[src/bhm_pkg.sv]
// Package for the bucketed hash multimap: command codes, states and shared widths.
// No dependencies.
`timescale 1ns / 1ps
`default_nettype none
package bhm_pkg;
    localparam int unsigned KEY_W   = 32;
    localparam int unsigned VAL_W   = 32;
    localparam int unsigned CNT_W   = 5;
    localparam int unsigned TOTAL_W = 14;
    localparam logic [CNT_W-1:0] COUNT_MAX = 5'd31;
    localparam logic [CNT_W-1:0] RESULT_MAX = 5'd16;

    typedef enum logic [1:0] {
        CMD_INSERT = 2'd0,
        CMD_LOOKUP = 2'd1,
        CMD_UPDATE = 2'd2,
        CMD_REMOVE = 2'd3
    } t_cmd;

    typedef enum logic [3:0] {
        ST_IDLE,
        ST_DIV,
        ST_FILL,
        ST_ISSUE,
        ST_CHECK,
        ST_EMIT,
        ST_DONE,
        ST_OUT
    } t_state;
endpackage
`default_nettype wire

[src/bhm_mod.sv]
// Key modulo the bucket count by folding: 2^B_W is congruent to a small constant,
// so the upper bits fold into the lower ones, then one compare and subtract.
// Depends on bhm_pkg.
`timescale 1ns / 1ps
`default_nettype none
module bhm_mod import bhm_pkg::*; #(
    parameter int unsigned NUM_BUCKETS = 1021,
    parameter int unsigned B_W = 10
) (
    input  wire logic             i_clk,
    input  wire logic             i_rst_n,
    input  wire logic             i_start,
    input  wire logic [KEY_W-1:0] i_key,
    output logic                  o_done,
    output logic [B_W-1:0]        o_bucket
);
    localparam logic [KEY_W-1:0] NB  = KEY_W'(NUM_BUCKETS);
    // 2^B_W mod NUM_BUCKETS; each fold drops the value by a multiple of the count
    localparam logic [KEY_W-1:0] RED = KEY_W'((2**B_W) % NUM_BUCKETS);

    logic [KEY_W-1:0]     r_x;
    logic                 r_busy;
    logic [KEY_W-B_W-1:0] w_hi;
    logic [KEY_W-1:0]     w_fold;

    assign w_hi     = r_x[KEY_W-1:B_W];
    assign w_fold   = KEY_W'(w_hi) * RED + KEY_W'(r_x[B_W-1:0]);
    assign o_bucket = r_x[B_W-1:0];

    always_ff @(posedge i_clk) begin
        if (!i_rst_n) begin
            r_busy <= 1'b0;
            o_done <= 1'b0;
        end else begin
            o_done <= r_busy && !i_start && (w_hi == '0) && (r_x < NB);
            if (i_start) begin
                r_busy <= 1'b1;
                r_x    <= i_key;
            end else if (r_busy) begin
                if (w_hi != '0)    r_x <= w_fold;
                else if (r_x >= NB) r_x <= r_x - NB;
                else               r_busy <= 1'b0;
            end
        end
    end
endmodule
`default_nettype wire

[config.mk]
export PLATFORM = sky130hd
export DESIGN_NAME = bhm_mod
export DESIGN_NICKNAME = d
export VERILOG_FILES = /design/src/bhm_pkg.sv /design/src/bhm_mod.sv
export SDC_FILE = /design/constraint.sdc
export NUM_CORES = 1
export LEC_CHECK = 0
export BUFFER_PORTS_ARGS = -buffer_cell sky130_fd_sc_hd__buf_2
export CAP_MARGIN = 20
export CORE_MARGIN = 5
export CORE_UTILIZATION = 55
export DETAILED_ROUTE_END_ITERATION = 7
export PLACE_DENSITY = 0.78
export SLEW_MARGIN = 20
export SYNTH_ARGS = -nofsm -noshare
export SYNTH_HDL_FRONTEND = slang
export SYNTH_SLANG_ARGS = --single-unit
export TNS_END_PERCENT = 5
[constraint.sdc]
create_clock -name i_clk -period 3.1 [get_ports i_clk]
set_input_delay 0.62 -clock i_clk [delete_from_list [all_inputs] [get_ports i_clk]]
set_output_delay 0.62 -clock i_clk [all_outputs]
set_load 0.1 [all_outputs]
==> results by group, run 1 <==
Outcome
  • Status: finished, violations left
  • Violated checks: negative setup slack

Logic synthesis
  • Largest family of logic cells by synthesized area: adder cells
  • Post-synthesis instance area: about 4300 um^2
  • Synth Area in Adders: 22.9%
  • Mux contribution to synthesized area: less than 1%
  • Mapped Nets: approximately 600
  • Post-synthesis simple-gate area fraction: 16.2%
  • Seq cells post-synth: 34
  • Post-synth EDFFs: 32
  • Compound-Gate Fraction of Synth Area: 20.5%
  • Synth cell types: 64
  • XOR/XNOR share of the synthesized area: 8.21%
  • Synth Instances: 491
  • Synth warnings: 0
  • Synthesized area per cell: 8.69 um^2
  • Sequential fraction of the synthesis area: 23.4%
  • Top_reg_cell synth: edfxtp_1
  • FFs w/ async S/R, synth: 0%

Final layout
  • Area grow syn2layout: 17.3%
  • Layout cells sized above 1: 23.7%
  • Core Util, Final: 65.5%
  • Total Nets Final: 664
  • ANT cells: 0
  • Fillers: 620

Setup path
  • Worst Path Max Fanout: 3
  • Crit path top cell by count: inv_1
  • WP data required: 3.25 ns
  • Peak per-stage delay on the critical path: 0.42 ns
  • Worst path slowest cell: edfxtp_1
  • CP Cell Sequence: inv_2, fa_1, inv_1, ha_2, inv_1, fa_2, and2b_1, o2111ai_2, a21oi_2, o21ai_2, or3_1, a21o_1, a32oi_1
  • WS Path Type: reg -> reg
  • CP arrival: 3.25 ns
  • Critical Path Start Type: flop
  • Worst Setup End Kind: flop

Global routing
  • Largest net degree at the start of global routing: 51
  • First-pass GRT wire length: 19,700 um
  • Initial antenna violation count: 0
  • GR Overflow Total: 0
  • All-Layer GR Usage: 25.2%
  • Vias in the first global route: 4,059

Drt
  • DRC Markers: 0
  • Antenna viol nets, final: 0
  • Detailed Route WL: 12,100 um
  • Wire length per cell: roughly 18 um
  • Drt first pass iters: 6
  • Vias per std cell: between 6 and 7
  • Via count: 3,964
  • Iteration-0 DRC Markers: 367

Placed design
  • DPL Wire Length: a little over 9000 um
  • Port bufs: 45
  • GPL Wtd Cong: 0.937
  • Dpl ws: -0.0745 ns

STA
  • Setup Viol. Count Final: 1
  • Unrepaired setup endpoints after global routing: true
  • Fin Setup TNS: -0.00214 ns
  • Final Skew: 0.0111 ns
  • Pins Over Slew Limit: 0
  • Worst Max-Slew Pin Slew: 0.802 ns
  • Hold slack: 0.484 ns
  • Min Tclk post-route: 3.10 ns
  • F_max: ~320 MHz
  • Final period util: 100%
  • Max-slew headroom: ~46%
  • Final Worst Setup Slack: -0.00214 ns
  • Final Hold Vio Count: 0

Clock tree
  • CTS tree: built
  • Clk_lat worst skew: about 0.30 ns
  • CTS Hold Bufs: 0
  • CTS buffer count: 5
  • Longest Clk Path Bufs: 2
  • H-tree levels: 2
  • Num Clock Sinks: 34
  • Root buf cell: clkbuf_8
  • Worst-path clk slew: roughly 0.09 ns

Job
  • Max-cap violations: 0

Die
  • Initial core utilization: between 50% and 60%
  • I/O Pins: 46
  • Die area: 9620 um^2
  • Core Area: roughly 7600 um^2
  • Die Wd: ~100 um
  • Die height: 98.1 um
  • FP Rows: 32

Power
  • Pleak: 2.22 nW
  • Power Dens Cells: 602 nW/um^2
  • Peak VDD IR: 261 uV

Hold path
  • HP Class: reg -> reg
[worst paths after layout]
check | from | endpoint | slack (ns) | depth (start not counted)
min | r_busy | o_done | 0.48 | 2
max | r_x[10] | r_x[21] | -0.002 | 13
min reg2reg | r_busy | o_done | 0.48 | 2
max reg2reg | r_x[10] | r_x[21] | -0.002 | 13
[metal layers]
metal  track usage [%]  part of all wire [%]  up-vias  routed length [um]
met1              32.1                    40     1852                4850
met5                 0                     0        -                   0
met4              10.2                   4.5        0                 540
met2              43.4                    48      188                5820
met3              2.93                   7.3       38                 882
li1                  -                     -     1886                   -
[cell families (layout without fill, tap and decap cells)]
group           Yosys count  in the layout
flops                    34             34
buf+inv                  73            140
compound gates          129            129
xor+xnor                 40             40
fa+ha+maj                72             72
simple gates            139            139
mux                       4              4
[sequential cells by signal, indices dropped and copies added, names as in the netlist]
| register | count |
|---|---|
| o_done | 1 |
| r_busy | 1 |
| r_x | 32 |
[cell usage in the layout, fill, tap and decap left out, types with 3 or more instances in the layout]
cell type,n
buf_4,40
nor2_1,27
a31oi_1,9
clkbuf_8,5
xor2_1,8
o21bai_1,3
o21ai_1,6
mux2i_1,3
a21o_1,5
ha_1,58
fa_1,9
nor3_1,10
buf_2,45
nand4_1,7
o21a_1,3
and3_1,5
o21ai_0,23
o31ai_1,8
or3_1,4
a21oi_1,29
nand2_1,47
and4_1,3
o211ai_1,3
inv_1,43
ha_2,4
edfxtp_1,32
a21oi_2,6
and2_1,3
xnor2_1,32
nand3_1,15
a211oi_1,5
[through the flow]
step / cell area, um^2 / power (mW) / instances
final: 5010 / 3.01 / 660
after global routing: 5010 / 3.21 / 660
after CTS: 4930 / 2.93 / 657
after detailed placement: 4750 / 2.36 / 645
after global placement: 4750 / 2.31 / 645
after floorplan: 4270 / 1.95 / 491
[report_power, final]
part	internal, mW	leakage (nW)	switching (mW)
Sequential	0.592	0.323	0.0606
Combinational	0.750	1.83	1.09
Clock	0.323	0.0683	0.196
[cells in the mapped netlist (all sizes together) (8+ instances only)]
cell	instances	area share, %
a21oi	35	4.4
a31oi	10	1.5
buf	19	3.1
clkbuf	9	0.79
edfxtp	32	23
fa	10	4.7
ha	62	18
inv	45	4.0
nand2	47	4.1
nand3	15	1.8
nand4	9	1.6
nor2	29	2.5
nor3	10	1.2
o21ai	31	3.8
o31ai	9	1.9
xnor2	32	6.6
xor2	8	1.6
[cell type report]
class	count	area [um^2]	area share [%]
inverters	45	169	3.37
clock inverters	3	68.8	1.37
repair buffers	87	566	11.3
well taps	102	128	2.55
multi-input cells	384	3010	60.0
flip-flops and latches	34	1000	20.0
clock buffers	5	68.8	1.37
[worst max-delay path: cells and delay by family, from the launching register on]
kind / cells / cell delay [ns]
flip-flops: 1 / 0.42
adder cells (fa/ha/maj): 3 / 0.91
AND/OR/NAND/NOR: 2 / 0.57
buffers and inverters: 3 / 0.21
AO/OA/AOI/OAI: 5 / 0.83
[timing repair]
| action | in CTS | in global routing |
|---|---|---|
| endpoints found under the setup margin | 5 | 14 |
| setup buffers | 4 | 3 |
| gates resized for setup | 8 | 18 |
| pin swaps | 11 | 7 |
(Power assumes the default switching activity.)
==> run 2, diff against run 1 <==
ABC_AREA = 1   (was not set)
CORE_UTILIZATION = 56   (was 55)
PLACE_DENSITY = 0.79   (was 0.78)
SKIP_CTS_REPAIR_TIMING = 1   (was not set)
==> run 2 against run 1 <==
  * The flow now finishes without violations
  * Clock skew down 0.0026 ns
  * Design area increased by 4.7%
  * Maximum frequency is 5.9% higher
  * Worst hold slack better by 0.0080 ns
  * First-iteration DRC count is 1.1% lower
  * Clock power fell by 37%
  * Die area grew 10%
  * Critical endpoint is now r_x[17]
  * Largest cell class unchanged
  * Highest routed layer unchanged
==> results by group, run 2 <==
Clock tree
  • Root buf cell: clkbuf_8 (unchanged)
  • H-tree levels: 2 (unchanged)
  • Num Clock Sinks: 34 (unchanged)
  • Clk_lat worst skew: 0.30 ns (about the same)
  • Worst-path clk slew: 0.07 ns (was 0.09 ns)
  • CTS tree: built (unchanged)
  • CTS buffer count: 5 (unchanged)
  • Longest Clk Path Bufs: 2 (unchanged)

Global routing
  • Initial antenna violation count: 0 (unchanged)
  • First-pass GRT wire length: 22,800 um (was 19,700 um)
  • Largest net degree at the start of global routing: 29 (was 51)
  • Vias in the first global route: 4,765 (was 4,059)
  • All-Layer GR Usage: 28.3% (was 25.2%)
  • GR Overflow Total: 0 (unchanged)

Drt
  • DRC Markers: 0 (unchanged)
  • Vias per std cell: 5.69 (was 6.01)
  • Detailed Route WL: 14,600 um (was 12,100 um)
  • Iteration-0 DRC Markers: 363 (was 367)
  • Wire length per cell: 16.8 um (was 18.3 um)
  • Antenna viol nets, final: 0 (unchanged)
  • Drt first pass iters: 5 (was 6)
  • Via count: 4,952 (was 3,964)

Logic synthesis
  • Synth cell types: 41 (was 64)
  • Synthesized area per cell: 6.75 um^2 (was 8.69 um^2)
  • Cell taking the most area after synthesis: edfxtp_1 (unchanged)
  • Synth Instances: 717 (was 491)
  • Sequential fraction of the synthesis area: 20.7% (was 23.4%)
  • Post-synth EDFFs: 32 (unchanged)
  • Synth cell count leaders: nand2_1, inv_1, ha_1 (was ha_1, nand2_1, inv_1)
  • Seq cells post-synth: 34 (unchanged)
  • FFs w/ async S/R, synth: 0% (unchanged)
  • Top_reg_cell synth: edfxtp_1 (unchanged)
  • Synth warnings: 0 (unchanged)
  • Mapped Nets: 824 (was 598)
  • Yosys top cell area share: 19.9% (was 22.5%)
  • Post-synthesis instance area: 4840 um^2 (was 4270 um^2)
  • Most numerous cell in the Yosys netlist: nand2_1 (was ha_1)
  • Area contributors post-synth: edfxtp_1, nand2_1, ha_1 (was edfxtp_1, ha_1, xnor2_1)

Final layout
  • Area grow syn2layout: 8.33% (was 17.3%)
  • Max reg flops: 32 (unchanged)
  • Total Nets Final: 869 (was 664)
  • Storage element area: 1000 um^2 (unchanged)
  • ANT cells: 0 (unchanged)
  • Layout cells sized above 1: 13.3% (was 23.7%)
  • Final std cells w/o fill: 870 (was 660)
  • Largest registers: r_x: 32 flops, o_done: 1 flops, r_busy: 1 flops (unchanged)
  • Commonest non-fill, non-tap cell in the layout: nand2_1 (was ha_1)
  • Fillers: 788 (was 620)
  • Most frequent cells in the layout: nand2_1, inv_1, ha_1 (was ha_1, nand2_1, buf_2)
  • Footprint of the multi-input gates: 3290 um^2 (was 3010 um^2)
  • Largest reg by FF count: r_x (unchanged)

STA
  • Unrepaired setup endpoints after global routing: false (was true)
  • Min Tclk post-route: 2.93 ns (was 3.10 ns)
  • Worst Max-Slew Pin Slew: 0.552 ns (was 0.802 ns)
  • Fin Setup TNS: 0 ns (was -0.00214 ns)
  • Hold slack: 0.492 ns (was 0.484 ns)
  • Final Skew: 0.00855 ns (was 0.0111 ns)
  • Pins Over Slew Limit: 0 (unchanged)
  • Max-slew headroom: 62.9% (was 46.3%)
  • Final Hold Vio Count: 0 (unchanged)
  • Setup Viol. Count Final: 0 (was 1)
  • F_max: 341 MHz (was 322 MHz)
  • Final period util: 94.5% (was 100%)
  • Final Worst Setup Slack: 0.170 ns (was -0.00214 ns)

Power
  • Power Dens Cells: 665 nW/um^2 (was 602 nW/um^2)
  • Psw: 1.93 mW (was 1.35 mW)
  • Clock network power share: 9.4% (was 17.2%)
  • Int Power: 1.56 mW (was 1.66 mW)
  • Post-layout total power: 3.49 mW (was 3.01 mW)
  • Sw frac: 55.4% (was 44.8%)
  • Peak VDD IR: 284 uV (was 261 uV)
  • Pleak: 2.71 nW (was 2.22 nW)
  • Register share of total power: 20.4% (was 21.7%)
  • Combinational Power Share: 70.2% (was 61.1%)

Setup path
  • CP arrival: 2.99 ns (was 3.25 ns)
  • Reg2Reg Launch Point: r_x[1] (was r_x[10])
  • Worst Path Max Fanout: 4 (was 3)
  • WS Path Type: reg -> reg (unchanged)
  • WP data required: 3.16 ns (was 3.25 ns)
  • Critical Path Source: r_x[1] (was r_x[10])
  • Critical Path Start Type: flop (unchanged)
  • Worst Setup End Kind: flop (unchanged)

Hold path
  • Min-delay src: r_busy (unchanged)
  • HP Class: reg -> reg (unchanged)

Placed design
  • Port bufs: 45 (unchanged)
  • DP Cell Count: 863 (was 645)
  • Dpl ws: 0.107 ns (was -0.0745 ns)
  • DPL Wire Length: 12,000 um (was 9260 um)
  • GPL Wtd Cong: 0.957 (was 0.937)

Die
  • Core Area: 8550 um^2 (was 7650 um^2)
  • FP Rows: 34 (was 32)
  • I/O Pins: 46 (unchanged)
  • Die area: 10,600 um^2 (was 9620 um^2)
  • Die height: 103 um (was 98.1 um)
  • Die Wd: 103 um (was 98.1 um)
  • Initial core utilization: 56.6% (was 55.8%)

Outcome
  • Status: finished clean (was finished, violations left)

Job
  • Max-cap violations: 0 (unchanged)
==> run 2: changes by cell type after synthesis, sizes merged, moves of 15 or more <==
cell   previous run  this run
nand2            47       223
inv              45       103
nand3            15        63
nor2             29        64
xnor2            32         7
a21oi            35        50
==> run 2: routing by layer <==
metal / global-route usage [%] / routed length (um) / vias to the layer above
li1: - / - / 2394
met1: 34.6 / 5820 / 2236
met2: 45.7 / 6730 / 256
met3: 4.19 / 1130 / 66
met4: 19.5 / 943 / 0
met5: 0 / 0 / -
==> run 2: worst paths after layout <==
check        endpoint  slack, ns  cells after the start
max           r_x[17]       0.17                     18
min            o_done       0.49                      2
max reg2reg   r_x[17]       0.17                     18
min reg2reg    o_done       0.49                      2
==> run 2: critical path: stages (launching register included) <==
cell      delay, ns
edfxtp_1       0.42
inv_1          0.14
fa_1           0.40
inv_1          0.07
ha_2           0.22
inv_1          0.07
fa_1           0.41
inv_1          0.13
nand3_1        0.10
nand3_2        0.14
nand2_1        0.07
nand2_1        0.11
nand2_1        0.08
nand2_1        0.07
nand2_1        0.05
nand3_1        0.07
nand2_1        0.06
nand2_1        0.06
nand2_1        0.04
==> run 2: cell families after synthesis <==
group           after synthesis  synth area share (%)
xor+xnor                     13                  2.35
compound gates               85                  9.10
fa+ha+maj                    72                  20.2
buf+inv                     126                  11.6
simple gates                387                  36.1
flops                        34                  20.7
==> run 2: power groups by stage <==
stage,registers (mW),logic [mW],clock network [mW]
after global placement,0.714,2.34,0
after CTS,0.711,2.39,0.332
after global routing,0.722,2.68,0.353
after floorplan,0.717,1.76,0
final,0.711,2.45,0.328
after detailed placement,0.721,2.38,0
==> run 2: through the flow <==
step	util, %	instance area (um^2)
floorplan	-	4840
global placement	60.3	5150
detailed placement	60.3	5150
CTS	61.2	5230
global route	61.3	5240
finish	61.3	5240
==> run 2: final cells by class <==
cell class              count  share of cell area (%)
clock inverters             2                   0.191
clock buffers               5                    1.31
inverters                 105                    7.76
flip-flops and latches     34                    19.1
multi-input cells         557                    62.8
repair buffers             59                    6.30
well taps                 108                    2.58
